<file path="config.mk">
export PLATFORM = sky130hd
export DESIGN_NAME = button_release_debouncer
export DESIGN_NICKNAME = d
export VERILOG_FILES = /design/src/hdl/brd_pkg.sv /design/src/hdl/brd_csr.sv /design/src/hdl/brd_core.sv /design/src/hdl/button_release_debouncer.sv
export SDC_FILE = /design/constraint.sdc
export NUM_CORES = 1
export LEC_CHECK = 0
export BUFFER_PORTS_ARGS = -buffer_cell sky130_fd_sc_hd__buf_4
export CORE_MARGIN = 1
export CORE_UTILIZATION = 40
export CTS_BUF_LIST = sky130_fd_sc_hd__clkbuf_8
export DETAILED_ROUTE_END_ITERATION = 10
export GPL_ROUTABILITY_DRIVEN = 0
export PLACE_DENSITY = 0.7
export RECOVER_POWER = 25
export SLEW_MARGIN = 10
export SYNTH_ARGS = -nofsm -noshare
export SYNTH_HDL_FRONTEND = slang
export SYNTH_HIERARCHICAL = 1
export SYNTH_SLANG_ARGS = --single-unit
</file>
<file path="constraint.sdc">
create_clock -name clock -period 2.7 [get_ports clock]
set_input_delay 0.54 -clock clock [delete_from_list [all_inputs] [get_ports clock]]
set_output_delay 0.54 -clock clock [all_outputs]
set_load 0.05 [all_outputs]
</file>
<file path="src/hdl/brd_pkg.sv">
package brd_pkg;

   localparam int HISTORY_DEPTH = 4;
   localparam int SLOT_W        = $clog2(HISTORY_DEPTH);
   localparam int BTN_W         = 8;
   localparam int TIMEOUT_W     = 8;
   localparam int CSR_ADDR_W    = 3;
   localparam int CSR_DATA_W    = 32;
   localparam int REQ_DATA_W    = 16;
   localparam int RSP_DATA_W    = 24;

   localparam logic [BTN_W-1:0]     DEBOUNCED_RESET = 8'hFF;
   localparam logic [TIMEOUT_W-1:0] TIMEOUT_STEP    = TIMEOUT_W'(HISTORY_DEPTH);
   localparam logic [SLOT_W-1:0]    LAST_SLOT       = SLOT_W'(HISTORY_DEPTH - 1);

   localparam logic KIND_TICK = 1'b0;
   localparam logic KIND_EDGE = 1'b1;

   // Register index as seen on the word address of the configuration port.
   localparam logic [CSR_ADDR_W-3:0] REG_BUTTON_MASK = '0;

   typedef struct packed {
      logic             clear;
      logic [BTN_W-1:0] mask;
   } cfg_type;

   typedef struct packed {
      logic             sampling_active;
      logic [BTN_W-1:0] edge_enable;
      logic             release_event;
      logic [BTN_W-1:0] released_buttons;
   } result_type;

endpackage

</file>
<file path="src/hdl/brd_csr.sv">
module brd_csr
   import brd_pkg::*;
(
   input  logic                  clock,
   input  logic                  reset,
   input  logic                  csr_psel,
   input  logic                  csr_penable,
   input  logic                  csr_pwrite,
   input  logic [CSR_ADDR_W-1:0] csr_paddr,
   input  logic [CSR_DATA_W-1:0] csr_pwdata,
   output logic [CSR_DATA_W-1:0] csr_prdata,
   output logic                  csr_pready,
   output cfg_type               cfg
);

   logic [BTN_W-1:0] mask_ff;
   logic [BTN_W-1:0] mask_in;
   logic             hit_mask;
   logic             load;

   assign csr_pready = 1'b1;
   assign hit_mask   = (csr_paddr[CSR_ADDR_W-1:2] == REG_BUTTON_MASK);

   // A write of zero leaves the mask and everything else as it was.
   assign load = csr_psel && csr_penable && csr_pwrite && csr_pready && hit_mask
                 && (csr_pwdata[BTN_W-1:0] != '0);

   always_comb begin
      mask_in = mask_ff;
      if (load) begin
         mask_in = csr_pwdata[BTN_W-1:0];
      end
   end

   always_ff @(posedge clock) begin
      if (reset) begin
         mask_ff <= '0;
      end else begin
         mask_ff <= mask_in;
      end
   end

   assign csr_prdata = hit_mask ? {{(CSR_DATA_W-BTN_W){1'b0}}, mask_ff} : '0;
   assign cfg.clear  = load;
   assign cfg.mask   = mask_ff;

endmodule

</file>
<file path="src/hdl/brd_core.sv">
module brd_core
   import brd_pkg::*;
(
   input  logic             clock,
   input  logic             reset,
   input  cfg_type          cfg,
   input  logic             accept,
   input  logic             kind,
   input  logic [BTN_W-1:0] port_sample,
   input  logic [BTN_W-1:0] edge_pins,
   output result_type       result
);

   logic [BTN_W-1:0]     history_ff [HISTORY_DEPTH];
   logic [BTN_W-1:0]     history_in [HISTORY_DEPTH];
   logic [SLOT_W-1:0]    slot_ff;
   logic [SLOT_W-1:0]    slot_in;
   logic [BTN_W-1:0]     last_deb_ff;
   logic [BTN_W-1:0]     last_deb_in;
   logic [BTN_W-1:0]     awaiting_ff;
   logic [BTN_W-1:0]     awaiting_in;
   logic [TIMEOUT_W-1:0] timeout_ff;
   logic [TIMEOUT_W-1:0] timeout_in;
   logic                 sampling_ff;
   logic                 sampling_in;
   logic [BTN_W-1:0]     disabled_ff;
   logic [BTN_W-1:0]     disabled_in;

   logic [BTN_W-1:0] hit;
   logic [BTN_W-1:0] deb;
   logic [BTN_W-1:0] changed;
   logic [BTN_W-1:0] rise;
   logic [BTN_W-1:0] fall;
   logic [BTN_W-1:0] released;

   always_comb begin
      history_in  = history_ff;
      slot_in     = slot_ff;
      last_deb_in = last_deb_ff;
      awaiting_in = awaiting_ff;
      timeout_in  = timeout_ff;
      sampling_in = sampling_ff;
      disabled_in = disabled_ff;
      released    = '0;
      hit         = edge_pins & cfg.mask & ~disabled_ff;
      deb         = DEBOUNCED_RESET;
      changed     = '0;
      rise        = '0;
      fall        = '0;

      if (accept) begin
         if (kind == KIND_EDGE) begin
            if (hit != '0) begin
               disabled_in = disabled_ff | hit;
               timeout_in  = timeout_ff + TIMEOUT_STEP;
               sampling_in = 1'b1;
            end
         end else if (sampling_ff) begin
            history_in[slot_ff] = port_sample;
            slot_in = (slot_ff == LAST_SLOT) ? '0 : slot_ff + 1'b1;
            for (int i = 0; i < HISTORY_DEPTH; i++) begin
               deb = deb & history_in[i];
            end
            changed = deb ^ last_deb_ff;
            rise    = cfg.mask & changed & deb;
            fall    = cfg.mask & changed & ~deb;
            if (changed != '0) begin
               awaiting_in = (awaiting_ff & ~rise) | fall;
               disabled_in = disabled_ff & ~rise;
               released    = rise;
            end else if (awaiting_ff == '0) begin
               // A decrement from zero wraps and keeps sampling running.
               timeout_in = timeout_ff - 1'b1;
               if (timeout_in == '0) begin
                  sampling_in = 1'b0;
                  disabled_in = '0;
               end
            end
            last_deb_in = deb;
         end
      end

      if (cfg.clear) begin
         for (int i = 0; i < HISTORY_DEPTH; i++) begin
            history_in[i] = '0;
         end
         disabled_in = '0;
      end
   end

   always_ff @(posedge clock) begin
      if (reset) begin
         for (int i = 0; i < HISTORY_DEPTH; i++) begin
            history_ff[i] <= '0;
         end
         slot_ff     <= '0;
         last_deb_ff <= DEBOUNCED_RESET;
         awaiting_ff <= '0;
         timeout_ff  <= '0;
         sampling_ff <= 1'b0;
         disabled_ff <= '0;
      end else begin
         history_ff  <= history_in;
         slot_ff     <= slot_in;
         last_deb_ff <= last_deb_in;
         awaiting_ff <= awaiting_in;
         timeout_ff  <= timeout_in;
         sampling_ff <= sampling_in;
         disabled_ff <= disabled_in;
      end
   end

   assign result.released_buttons = released;
   assign result.release_event    = (released != '0);
   assign result.edge_enable      = cfg.mask & ~disabled_in;
   assign result.sampling_active  = sampling_in;

endmodule

</file>
<file path="src/hdl/button_release_debouncer.sv">
// Debouncer for an 8-bit port of active-low buttons. Each request is either a
// sampling tick carrying the port levels or a falling-edge event carrying the
// pins that saw an edge (req_tuser high). Every request produces exactly one
// response; it appears on the response channel in the cycle after the request
// is taken. A new request can be taken in every cycle while no response waits
// or the waiting response is read, since the state update and the response
// are computed in one registered pass and the response register frees as it
// is read. The button mask is written through the register port at address
// 0; a write of zero is ignored, and a non-zero write clears the sample
// history and enables edge detection on every button again. Write it only
// while no request is in flight.
module button_release_debouncer
   import brd_pkg::*;
(
   input  logic                  clock,
   input  logic                  reset,
   input  logic                  req_tvalid,
   output logic                  req_tready,
   input  logic [REQ_DATA_W-1:0] req_tdata,  // port_sample[7:0], edge_pins[15:8]
   input  logic                  req_tuser,  // kind
   output logic                  rsp_tvalid,
   input  logic                  rsp_tready,
   // released_buttons[7:0], release_event[8], edge_enable[16:9],
   // sampling_active[17], zero[23:18]
   output logic [RSP_DATA_W-1:0] rsp_tdata,
   input  logic                  csr_psel,
   input  logic                  csr_penable,
   input  logic                  csr_pwrite,
   input  logic [CSR_ADDR_W-1:0] csr_paddr,
   input  logic [CSR_DATA_W-1:0] csr_pwdata,
   output logic [CSR_DATA_W-1:0] csr_prdata,
   output logic                  csr_pready
);

   cfg_type    cfg;
   result_type result;
   result_type rsp_ff;
   result_type rsp_in;
   logic       rsp_valid_ff;
   logic       rsp_valid_in;
   logic       accept;

   brd_csr u_csr (
      .clock       (clock),
      .reset       (reset),
      .csr_psel    (csr_psel),
      .csr_penable (csr_penable),
      .csr_pwrite  (csr_pwrite),
      .csr_paddr   (csr_paddr),
      .csr_pwdata  (csr_pwdata),
      .csr_prdata  (csr_prdata),
      .csr_pready  (csr_pready),
      .cfg         (cfg)
   );

   assign req_tready = !rsp_valid_ff || rsp_tready;
   assign accept     = req_tvalid && req_tready;

   brd_core u_core (
      .clock       (clock),
      .reset       (reset),
      .cfg         (cfg),
      .accept      (accept),
      .kind        (req_tuser),
      .port_sample (req_tdata[BTN_W-1:0]),
      .edge_pins   (req_tdata[2*BTN_W-1:BTN_W]),
      .result      (result)
   );

   always_comb begin
      rsp_in       = rsp_ff;
      rsp_valid_in = rsp_valid_ff;
      if (accept) begin
         rsp_in       = result;
         rsp_valid_in = 1'b1;
      end else if (rsp_tready) begin
         rsp_valid_in = 1'b0;
      end
   end

   always_ff @(posedge clock) begin
      if (reset) begin
         rsp_valid_ff <= 1'b0;
      end else begin
         rsp_valid_ff <= rsp_valid_in;
      end
   end

   always_ff @(posedge clock) begin
      rsp_ff <= rsp_in;
   end

   assign rsp_tvalid = rsp_valid_ff;
   assign rsp_tdata  = {{(RSP_DATA_W - $bits(result_type)){1'b0}}, rsp_ff};

endmodule

</file>
Word-level counts from Yosys, hierarchy flattened
Cells that the tools add are included.
{"block": "totals", "regBits": 94, "latch_bits": 0, "ram_bits": 0, "romBits": 0, "in_bits": 59, "output_inout_bits": 59, "wordCells": 97, "mem_count": 0}
{"block": "classes", "add_sub_neg": 3, "mul": 0, "n_div": 0, "order_cmp": 2, "eq_ne": 3, "shifts": 0, "mux": 31, "bitwise": 21, "n_reduce_logical": 21}
{"op": "$mux W8", "count": 19}
{"op": "$and A8 B8 Y8", "count": 11}
{"op": "$bwmux W32", "count": 1}
{"op": "$not A8 Y8", "count": 4}
{"op": "$reduce_bool A8 Y1", "count": 4}
{"op": "$demux W8 S2", "count": 1}
{"op": "$logic_not A8 Y1", "count": 2}
{"op": "$or A8 B8 Y8", "count": 2}
{"op": "$mux W1", "count": 9}
{"op": "$add A8 B3 Y8 const B", "count": 1}
{"op": "$sub A8 B1 Y8 const B", "count": 1}
{"op": "$xor A8 B8 Y8", "count": 1}
{"op": "$logic_and A1 B1 Y1", "count": 6}
{"op": "$reduce_bool A2 Y1", "count": 3}
{"op": "$reduce_and A5 Y1", "count": 1}
{"op": "$reduce_and A4 Y1", "count": 1}
{"op": "$ge A3 B3 Y1 const B", "count": 1}
{"op": "$lt A3 B1 Y1 const B", "count": 1}
{"op": "$not A2 Y3", "count": 1}
{"op": "$reduce_and A3 Y1", "count": 1}
{"op": "$add A2 B1 Y2 const B", "count": 1}
{"op": "$eq A2 B2 Y1 const B", "count": 1}
{"op": "$mux W2", "count": 1}
{"op": "$ne A2 B1 Y1 const B", "count": 1}
{"op": "5 further kinds", "count": 6}

Logic depth before layout (Yosys ltp)
Gate-level depths: netlist (run 1).
{"block": "logic_depth", "word_depth": 21, "depth_mapped": 11, "ltp_nobuf": 9}

Cells and area by module
The synthesis (run 1) kept the hierarchy.
{"mod": "brd_core", "instances": 1, "cells_per_inst": 489, "area_per_inst_um2": 3821.2, "seq_area_each_um2": 1341.3}
{"mod": "button_release_debouncer", "instances": 1, "cells_per_inst": 30, "area_per_inst_um2": 644.4, "seq_area_each_um2": 560.5}
{"mod": "brd_csr", "instances": 1, "cells_per_inst": 83, "area_per_inst_um2": 638.1, "seq_area_each_um2": 160.2}

Least setup slack after synthesis (run 1)
No wires, ideal clock.
{"block": "synth_timing", "path_kind": "reg2reg", "start": "register u_core.slot_ff[0]", "end": "register rsp_ff (netlist bit rsp_tdata[17]), data pin", "setup_time_ps": 251, "t_arrival_ps": 2716, "required_time_ps": 2449, "path_slack_ps": -267, "path_stages_with_launch": 11, "n_path_buf": 2, "path_cell_list": "dfxtp_1 inv_1 ha_1 or4_4 a211oi_2 xnor2_1 nand4_2 nor4_2 buf_6 a21oi_1 buf_4"}
{"block": "synth_between", "elab_chain_len": 15, "word_cells_on_any_way": 16}
{"element": "start: declaration", "line": "brd_core.sv:16", "rtl": "logic [SLOT_W-1:0] slot_ff;"}
{"element": "start signal: assignment", "line": "brd_core.sv:104", "rtl": "slot_ff <= slot_in;"}
{"element": "$not A2 Y3 (implied by the code) (*)", "line": "brd_core.sv:59", "rtl": "history_in[slot_ff] = port_sample;"}
{"element": "$ge A3 B3 Y1 (implied by the code) or $lt A3 B1 Y1 (tied branches)", "line": "brd_core.sv:59"}
{"element": "$logic_and A1 B1 Y1 (implied by the code)", "line": "brd_core.sv:59"}
{"element": "$mux W8 (implied by the code)", "line": "brd_core.sv:59"}
{"element": "$demux W8 S2 (*)", "line": "brd_core.sv:59"}
{"element": "$bwmux W32 (*)", "line": "brd_core.sv:59"}
{"element": "$and A8 B8 Y8 (2 in series)", "line": "brd_core.sv:62", "rtl": "deb = deb & history_in[i];"}
{"element": "$and A8 B8 Y8 (*)", "line": "brd_core.sv:62"}
{"element": "$xor A8 B8 Y8 (*)", "line": "brd_core.sv:64", "rtl": "changed = deb ^ last_deb_ff;"}
{"element": "$reduce_bool A8 Y1 (*)", "line": "brd_core.sv:67", "rtl": "if (changed != '0) begin"}
{"element": "$mux W1 (*)", "line": "brd_core.sv:67"}
{"element": "$mux W1 (*)", "line": "brd_core.sv:58", "rtl": "end else if (sampling_ff) begin"}
{"element": "$mux W1 (*)", "line": "brd_core.sv:52", "rtl": "if (kind == KIND_EDGE) begin"}
{"element": "$mux W1 (*)", "line": "brd_core.sv:51", "rtl": "if (accept) begin"}
{"element": "net u_core.sampling_in", "line": "brd_core.sv:25", "rtl": "logic sampling_in;"}
{"element": "end signal: assignment", "line": "button_release_debouncer.sv:90", "rtl": "rsp_ff <= rsp_in;"}
{"element": "end: declaration", "line": "button_release_debouncer.sv:37", "rtl": "result_type rsp_ff;"}
Mark *: on every way through the listed nets, which the timed path passes. The rest lies on a longest branch.
A chain may end at the register's enable or synchronous reset.

==> results.md, run 1 <==
- CTS Sinks: 94
- # setup viols final: 25
- Period Utilization, post-route: 105%
- Critical Path End Type: flip-flop
- Post-route ant nets: 0
- Worst Clk Skew: 0.0113 ns
- Die Wd: 115 um
- Leading cell type in the layout, fill and taps excluded: nand2_1
- Crit path max fanout: 7
- Syn_area_per_cell: 8.48 um^2
- Internal power: 2080 uW
- Worst VDD drop: 0.302 mV
- First-pass GRT wire length: 22800 um
- FP Rows: 40
- Gate power share: 12.9%
- Final Util: 52.0%
- CTS Buf Count: 9
- Final nets: 763
- Hold Slack: 0.401 ns
- Pre-CTS setup slack: -0.296 ns
- Vias: 4821
- Warnings from Yosys: 6
- Normalized max-slew margin: 49.3%
- Post-route setup slack: -0.139 ns
- Prevailing post-synth register cell: dfxtp_1
- Initial DRC count: 287
- Final wirelength: 14000 um
- Number of flops mapped to enable cells by yosys: 18
- Die Height: 115 um
- CP Data Arrival Time: 2.97 ns
- Total congestion overflow: 0
- Pleak: 0.00250 uW
- Tmin final: 2.84 ns
- Fmax: 0.352 GHz
- Core area: 12200 um^2
- Status: finished with violations
- Drt drc: 0
- Pre-Repair DR Iteration Count: 5
- Detailed placement HPWL: 10300 um
- Part of the power in registers: 51.1%
- Fraction of layout cells with a size suffix above 1: 26.6%
- Critical path type: reg -> reg
- Switching power share of the total: 27.3%
- H-Tree Depth: 3
- Die ar.: 13200 um^2
- Wirelength per Cell: 16.1 um
- Sequential element share of the synthesized area: 40.4%
- Library cells used by synthesis: 65
- Max Transition Viols Final: 0
- P_sw: 782 uW
- Initial core utilization: 41.8%
- Clock share of power: 36.0%
- Reg clk slew, reported paths: 0.09 ns
- Hold Path Class: in -> reg
- PortBufs: 60
- Area of the mapped netlist: 5100 um^2
- Slew @ Worst Pin: 0.759 ns
- Clock Tree Root: clkbuf_8
- Max Cap Viol: 0
- Antenna violations before repair: 0
- CTS max path bufs: 2
- CTS tree: built
- Dpl cells: 845
- Failing checks: setup timing
- Clk Latency, worst-skew pair: 0.38 ns
- Largest net degree at the start of global routing: 33
- Vias in the first global route: 4658
- Async set-reset flop share out of synthesis: 0%
- CP required: 2.83 ns
- # hold bufs at CTS: 0
- P&R area growth vs syn: 24.4%
- Tot GR Track Use: 22.3%
- PwrDens: 451 nW/um^2
- Vias per inst: 5.55
- RSZ-0062 raised after global routing: yes
- Seq cells post-synth: 94
- Synth Instances: 602
- Critical path startpoint category: flip-flop
- Commonest cells after routing, fill and taps aside: 119 x nand2_1, 112 x buf_4, 73 x dfxtp_1, 40 x a21oi_1, 31 x conb_1
- N_diodes: 0
- Io pins: 118
- Hold Violations, Final: 0
- Final cell count without fillers: 868
critical path, cell delays in order (launching register included):
cell and delay (ns):
dfxtp_4 0.40, inv_4 0.05, ha_4 0.15, or4_4 0.60
a211oi_4 0.33, xnor2_2 0.20, nand4_4 0.20, o21ai_4 0.28
nor3_2 0.09, o31a_1 0.29
cell usage after synthesis (5+ instances only):
cell	n	area share, %
dfxtp_1	76	30
inv_1	19	1.4
ha_1	9	2.2
clkbuf_1	16	1.2
nor2b_1	12	1.5
edfxtp_1	18	11
xnor2_1	7	1.2
a31oi_1	19	2.3
or2_2	6	0.74
a211oi_2	8	2.0
nor3_1	17	1.7
nor4_1	7	0.86
o22a_1	8	1.4
nor2_1	26	1.9
nand2_1	120	8.8
o21ai_0	11	1.1
o211ai_1	12	1.8
nand2b_1	7	0.86
nand3_1	19	1.9
a21oi_1	42	4.1
buf_1	5	0.37
o31ai_1	7	1.0
o22ai_1	12	1.5
buf_2	6	0.59
buf_4	33	4.9
nand4_1	10	1.2
flip-flops by register name, summed over array words and instances (netlist names), named ones only:
name                cells
u_core/sampling_ff      1
u_core/history_ff      32
u_core/last_deb_ff      8
rsp_tvalid              1
u_core/timeout_ff       8
u_core/slot_ff          2
u_core/disabled_ff      8
u_csr/mask_ff           8
rsp_tdata              18
kinds of logic (layout without fill, tap and decap cells):
logic type	after synthesis	count (layout)	synth area share (%)
flops	94	94	40.4
mux	2	2	0.515
other cells	3	31	0.221
buf+inv	80	150	8.61
simple gates	248	248	24.4
fa+ha+maj	9	9	2.21
xor+xnor	11	11	1.89
compound gates	155	155	21.7
path summary, 6_finish.rpt:
path	start	to	slack, ns	depth (start not counted)
min	req_tvalid	rsp_tvalid$_SDFFE_PP0P_	0.40	3
max	u_core/slot_ff[0]$_SDFFE_PP0P_	rsp_tdata[16]$_DFFE_PP_	-0.14	9
max reg2reg	u_core/slot_ff[0]$_SDFFE_PP0P_	rsp_tdata[16]$_DFFE_PP_	-0.14	9
min reg2reg	u_core/history_ff[11]$_SDFFE_PP0P_	u_core/history_ff[11]$_SDFFE_PP0P_	0.46	2
what timing repair did:
item / 4_1_cts / 5_1_grt
setup buffers: 6 / 1
gates resized for setup: 22 / 12
cloned: 0 / 0
setup endpoints to repair: 41 / 42
pin swaps: 21 / 20
cell type report:
class                      count  area, um^2
inverter                      19        76.3
fill                        1147        5860
clock inverter                 6        78.8
timing repair buffer         115         876
multi-input combinational    456        2900
sequential                    94        2070
clock buffer                  10         138
tap                          168         210
power groups by stage:
stage | combinational, uW | sequential [uW] | clock, uW
6_report | 369 | 1460 | 1030
3_3_place_gp | 353 | 1500 | 0
2_1_floorplan | 223 | 1550 | 0
3_5_place_dp | 360 | 1500 | 0
5_1_grt | 389 | 1470 | 1110
4_1_cts | 365 | 1460 | 1060
per-stage QoR:
stage	setup TNS, ns	power (uW)	area [um^2]
2_1_floorplan	-0.0504	1770	5250
3_3_place_gp	-3.34	1850	5910
3_5_place_dp	-6.38	1860	5910
4_1_cts	-2.02	2880	6290
6_report	-2.07	2860	6350
5_1_grt	-6.43	2970	6350
layer usage:
metal / wire, um / vias up / global-route usage, %
met5: 0 / - / 0
met1: 5810 / 2307 / 27.4
li1: - / 2279 / -
met3: 910 / 29 / 4.01
met4: 341 / 0 / 9.96
met2: 6920 / 206 / 38.1
No activity file was read; power rests on OpenSTA's default activity.
==> inputs of run 2 (changes only) <==
Settings changed: CTS_BUF_LIST sky130_fd_sc_hd__clkbuf_8 to not set, TNS_END_PERCENT set to 1.
==> results.md, run 2 (synthesized netlist as in run 1, its figures left out) <==
- Critical Path End Type: flip-flop (unchanged)
- Largest net degree at the start of global routing: 33 (unchanged)
- Tot Pwr: 3150 uW (was 2860 uW)
- Max Used Layer: met4 (unchanged)
- Tmin final: 2.84 ns (about the same)
- Period Utilization, post-route: 105% (about the same)
- Pre-Repair DR Iteration Count: 4 (was 5)
- Final cell count without fillers: 870 (was 868)
- Worst Clk Skew: 0.00513 ns (was 0.0113 ns)
- Io pins: 118 (unchanged)
- R2R setup slack: -0.14 ns (about the same)
- Max Cap Viol: 0 (unchanged)
- Post-DP Area: 5900 um^2 (was 5910 um^2)
- CP Data Arrival Time: 3.08 ns (was 2.97 ns)
- Biggest register: u_core/history_ff (unchanged)
- Tot GR Track Use: 22.0% (was 22.3%)
- Hold Path Class: in -> reg (unchanged)
- Vias per inst: 5.60 (was 5.55)
- PwrDens: 489 nW/um^2 (was 451 nW/um^2)
- # setup viols final: 32 (was 25)
- Hold Violations, Final: 0 (unchanged)
- Vias in the first global route: 4662 (was 4658)
- Post-route setup slack: -0.142 ns (was -0.139 ns)
- Critical path type: reg -> reg (unchanged)
- Commonest cells after routing, fill and taps aside: 120 x nand2_1, 110 x buf_4, 74 x dfxtp_1, 42 x a21oi_1, 31 x conb_1 (was 119 x nand2_1, 112 x buf_4, 73 x dfxtp_1, 40 x a21oi_1, 31 x conb_1)
- PortBufs: 60 (unchanged)
- Gate power share: 11.6% (was 12.9%)
- Initial core utilization: 41.8% (unchanged)
- Wirelength per Cell: 16.2 um (was 16.1 um)
- Normalized max-slew margin: 52.1% (was 49.3%)
- Reg clk slew, reported paths: 0.07 ns (was 0.09 ns)
- # hold bufs at CTS: 0 (unchanged)
- Part of the power in registers: 46.4% (was 51.1%)
- Clk Latency, worst-skew pair: 0.35 ns (was 0.38 ns)
- Max reg flops: 32 (unchanged)
- Max Transition Viols Final: 0 (unchanged)
- P&R area growth vs syn: 26.3% (was 24.4%)
- FP Rows: 40 (unchanged)
- Core area: 12200 um^2 (unchanged)
- CP required: 2.94 ns (was 2.83 ns)
- Vias: 4871 (was 4821)
- Final nets: 765 (was 763)
- Fraction of layout cells with a size suffix above 1: 26.9% (was 26.6%)
- Pleak: 0.00254 uW (was 0.00250 uW)
- Fmax: 0.352 GHz (about the same)
- Die Height: 115 um (unchanged)
- CTS max path bufs: 2 (unchanged)
- Worst VDD drop: 0.350 mV (was 0.302 mV)
- Dpl cells: 847 (was 845)
- Slew @ Worst Pin: 0.711 ns (was 0.759 ns)
- Die Wd: 115 um (unchanged)
- Leading cell type in the layout, fill and taps excluded: nand2_1 (unchanged)
- N_diodes: 0 (unchanged)
- Post-route ant nets: 0 (unchanged)
- Final wirelength: 14100 um (was 14000 um)
- Total congestion overflow: 0 (unchanged)
- Crit path max fanout: 6 (was 7)
- CTS Sinks: 94 (unchanged)
- P_sw: 836 uW (was 782 uW)
- Switching power share of the total: 26.5% (was 27.3%)
- Status: finished with violations (unchanged)
- H-Tree Depth: 3 (unchanged)
- RSZ-0062 raised after global routing: yes (unchanged)
- CTS Buf Count: 9 (unchanged)
- Met3 WL post-DR: 885 um (was 910 um)
- CTS tree: built (unchanged)
- Internal power: 2320 uW (was 2080 uW)
- Critical path startpoint category: flip-flop (unchanged)
- Clock Tree Root: clkbuf_16 (was clkbuf_8)
- Clock share of power: 41.9% (was 36.0%)
- Met1 wire length: 5910 um (was 5810 um)
- Initial DRC count: 426 (was 287)
- Failing checks: setup timing (unchanged)
- Final Instance Area: 6440 um^2 (was 6350 um^2)
- Final Util: 52.8% (was 52.0%)
- Met2 wire length: 6930 um (was 6920 um)
- Drt drc: 0 (unchanged)
- Detailed placement HPWL: 10100 um (was 10300 um)
- Antenna violations before repair: 0 (unchanged)
- First-pass GRT wire length: 22700 um (was 22800 um)
- Die ar.: 13200 um^2 (unchanged)
-- run 2: cell count changes in the layout (fill, tap and decap cells not counted), moves of 3 or more --
cell	previous run	this run
clkbuf_16	0	9
clkbuf_8	10	2
inv_1	20	17
buf_6	1	5
-- run 2: metal layers --
| layer | up-vias | GRT usage [%] |
|---|---|---|
| met3 | 29 | 3.48 |
| met5 | - | 0 |
| met2 | 194 | 36.7 |
| met1 | 2358 | 28.0 |
| li1 | 2290 | - |
| met4 | 0 | 9.78 |
-- run 2: final cells by class --
class                      count  area, um^2
multi-input combinational    456        2900
sequential                    94        2070
tap                          168         210
clock inverter                 4        55.1
clock buffer                  12         256
timing repair buffer         117         890
inverter                      19        71.3
fill                        1134        5770
-- run 2: path summary, 6_finish.rpt --
check / start / to / depth (start not counted)
worst max-delay path: u_core/slot_ff[1]$_SDFFE_PP0P_ / flip-flop / 11
worst min register to register: u_core/history_ff[11]$_SDFFE_PP0P_ / u_core/history_ff[11]$_SDFFE_PP0P_ / 2
worst min-delay path: req_tvalid / rsp_tvalid$_SDFFE_PP0P_ / 3
worst max register to register: u_core/slot_ff[1]$_SDFFE_PP0P_ / flip-flop / 11
-- run 2: power by group through the flow --
stage	Clock [uW]	Combinational, uW	Sequential (uW)
2_1_floorplan	0	223	1550
3_3_place_gp	0	356	1490
3_5_place_dp	0	360	1500
4_1_cts	1340	364	1460
5_1_grt	1400	385	1470
6_report	1320	366	1460
-- run 2: stage by stage --
stage / setup TNS (ns) / hold WS [ns] / setup WS [ns]
after floorplan: -0.272 / 0.436 / -0.0762
after global placement: -2.74 / 0.441 / -0.203
after detailed placement: -5.40 / 0.447 / -0.295
after CTS: -2.25 / 0.442 / -0.138
after global routing: -5.24 / 0.461 / -0.215
final: -1.96 / 0.445 / -0.142
-- run 2: what timing repair did --
item	CTS	global route
pin swaps	21	9
gates cloned	1	0
gates resized for setup	29	11
setup buffers	5	1
endpoints found under the setup margin	41	37
-- run 2: worst max-delay path: stages, from the launching register on --
cell and delay (ns):
dfxtp_2 0.33, buf_6 0.12, ha_4 0.15, or4_4 0.59, a211oi_4 0.32, xnor2_2 0.18
nand4_4 0.14, buf_4 0.17, o21ai_4 0.24, buf_4 0.16, nor2_1 0.04, a311o_1 0.30
==> inputs of run 3 (changes only) <==
Settings changed: CORE_UTILIZATION 40 to 45, PLACE_DENSITY 0.7 to 0.76.
==> results.md, run 3 (synthesized netlist as in run 1, its figures left out) <==
- Post-route ant nets: 0 (unchanged)
- Met1 wire length: 5530 um (was 5910 um)
- Slew @ Worst Pin: 0.803 ns (was 0.711 ns)
- CP required: 2.80 ns (was 2.94 ns)
- Core area: 10900 um^2 (was 12200 um^2)
- Critical path startpoint category: flip-flop (unchanged)
- CTS Sinks: 94 (unchanged)
- Critical Path End Type: flip-flop (unchanged)
- Normalized max-slew margin: 46.5% (was 52.1%)
- Leading cell type in the layout, fill and taps excluded: nand2_1 (unchanged)
- Drt drc: 0 (unchanged)
- TNS Setup: -3.10 ns (was -1.96 ns)
- Fmax: 0.345 GHz (was 0.352 GHz)
- Max Transition Viols Final: 0 (unchanged)
- Period Utilization, post-route: 107% (was 105%)
- Die Wd: 108 um (was 115 um)
- Initial core utilization: 46.7% (was 41.8%)
- Post-route setup slack: -0.197 ns (was -0.142 ns)
- Commonest cells after routing, fill and taps aside: 120 x nand2_1, 98 x buf_4, 74 x dfxtp_1, 42 x a21oi_1, 31 x conb_1 (was 120 x nand2_1, 110 x buf_4, 74 x dfxtp_1, 42 x a21oi_1, 31 x conb_1)
- Max Used Layer: met4 (unchanged)
- Slowest CP cell: or4_4 (unchanged)
- Tot GR Track Use: 23.9% (was 22.0%)
- Storage element area: 2070 um^2 (unchanged)
- Vias per inst: 5.82 (was 5.60)
- Multi-input gate area: 2900 um^2 (unchanged)
- CP most frequent cell: buf_6 (was buf_4)
- Detailed placement HPWL: 9830 um (was 10100 um)
- Met2 wire length: 7000 um (was 6930 um)
- Die ar.: 11800 um^2 (was 13200 um^2)
- Crit path max fanout: 8 (was 6)
- # hold bufs at CTS: 0 (unchanged)
- Hold Violations, Final: 0 (unchanged)
- Worst Clk Skew: 0.00872 ns (was 0.00513 ns)
- CP top delay family: compound AO/OA/AOI/OAI gates (unchanged)
- CTS Buf Count: 9 (unchanged)
- Worst path cell trace: buf_6, ha_4, or4_4, a211oi_4, xnor2_2, nand4_2, buf_6, nor4_4, buf_6, a21o_1, o31a_1 (was buf_6, ha_4, or4_4, a211oi_4, xnor2_2, nand4_4, buf_4, o21ai_4, buf_4, nor2_1, a311o_1)
- Wirelength per Cell: 16.5 um (was 16.2 um)
- Tmin final: 2.90 ns (was 2.84 ns)
- Status: finished with violations (unchanged)
- FP Rows: 38 (was 40)
- H-Tree Depth: 3 (unchanged)
- Fraction of layout cells with a size suffix above 1: 26.0% (was 26.9%)
- Final wirelength: 13800 um (was 14100 um)
- CTS tree: built (unchanged)
- Final Util: 58.6% (was 52.8%)
- # setup viols final: 34 (was 32)
- Pleak: 0.00254 uW (about the same)
- P&R area growth vs syn: 25.7% (was 26.3%)
- Slowest stage delay, CP: 0.59 ns (about the same)
- Antenna violations before repair: 0 (unchanged)
- Pre-Repair DR Iteration Count: 5 (was 4)
- CP Data Arrival Time: 2.99 ns (was 3.08 ns)
- Dpl cells: 816 (was 847)
- FILL cells: 937 (was 1134)
- CTS max path bufs: 2 (unchanged)
- WP buf/inv: 3 (unchanged)
- Max reg flops: 32 (unchanged)
- Final cell count without fillers: 836 (was 870)
- Hold Slack: 0.448 ns (was 0.445 ns)
- Final nets: 759 (was 765)
- Hold Path Class: in -> reg (unchanged)
- Biggest register: u_core/history_ff (unchanged)
- Max Cap Viol: 0 (unchanged)
- Vias: 4862 (was 4871)
- Die Height: 108 um (was 115 um)
- Initial DRC count: 322 (was 426)
- Critical path type: reg -> reg (unchanged)
- N_diodes: 0 (unchanged)
- Worst VDD drop: 0.295 mV (was 0.350 mV)
- PortBufs: 60 (unchanged)
- PwrDens: 499 nW/um^2 (was 489 nW/um^2)
- RSZ-0062 raised after global routing: yes (unchanged)
- Total congestion overflow: 0 (unchanged)
- Clk Latency, worst-skew pair: 0.34 ns (was 0.35 ns)
- Clock Tree Root: clkbuf_16 (unchanged)
- Vias in the first global route: 4588 (was 4662)
- Failing checks: setup timing (unchanged)
- Reg clk slew, reported paths: 0.07 ns (about the same)
- Io pins: 118 (unchanged)
- First-pass GRT wire length: 21900 um (was 22700 um)
- Largest net degree at the start of global routing: 33 (unchanged)
- Met3 WL post-DR: 926 um (was 885 um)
-- run 3: cell types whose count changed in the layout (fill, tap and decap cells not counted), moves of 2 or more --
cell    previous run  this run
buf_12             0         2
buf_4            110        98
buf_6              5         8
inv_6              0         2
nor3_2             5         3
nor3_4             0         2
-- run 3: worst min-delay path: cells and delay by family --
family          cells  cell delay, ns
buf+inv             2            0.12
compound gates      1            0.09
-- run 3: power by group --
part	leakage, uW	switching, uW	internal, uW
Combinational	0.00158	271	90.0
Sequential	0.000795	15.7	1450
Clock	0.000162	565	807
Total	0.00254	852	2350
-- run 3: path summary, 6_finish.rpt --
| check | startpoint | to | slack (ns) | cells after the start |
|---|---|---|---|---|
| setup / recovery | u_core/slot_ff[1]$_SDFFE_PP0P_ | rsp_tdata[9]$_DFFE_PP_ | -0.20 | 11 |
| hold / removal | req_tvalid | rsp_tvalid$_SDFFE_PP0P_ | 0.45 | 3 |
| hold reg to reg | u_core/history_ff[31]$_SDFFE_PP0P_ | u_core/history_ff[31]$_SDFFE_PP0P_ | 0.46 | 2 |
| setup reg to reg | u_core/slot_ff[1]$_SDFFE_PP0P_ | rsp_tdata[9]$_DFFE_PP_ | -0.20 | 11 |
-- run 3: area by class of cell --
type	instances	area share, %
Clock buffer	11	4.12
Multi-Input combinational cell	456	45.1
Sequential cell	94	32.2
Timing Repair Buffer	111	13.7
Tap cell	140	2.73
Inverter	19	1.15
Clock inverter	5	0.956
-- run 3: metrics by stage --
stage / setup WS [ns] / area [um^2] / power (uW)
after floorplan: -0.0762 / 5230 / 1770
after global placement: -0.223 / 5850 / 1850
after detailed placement: -0.313 / 5850 / 1850
after CTS: -0.141 / 6350 / 3210
after global routing: -0.256 / 6410 / 3280
final: -0.197 / 6410 / 3200
-- run 3: what timing repair did --
action,CTS,global route
buffers inserted,3,1
pin swaps,22,20
gates resized for setup,30,12
endpoints found under the hold margin,0,0
endpoints found under the setup margin,41,42
-- run 3: routing by layer --
layer,vias up,GRT usage [%]
met5,-,0
met4,0,11.0
met3,34,3.68
met2,234,40.6
met1,2307,29.6
li1,2287,-
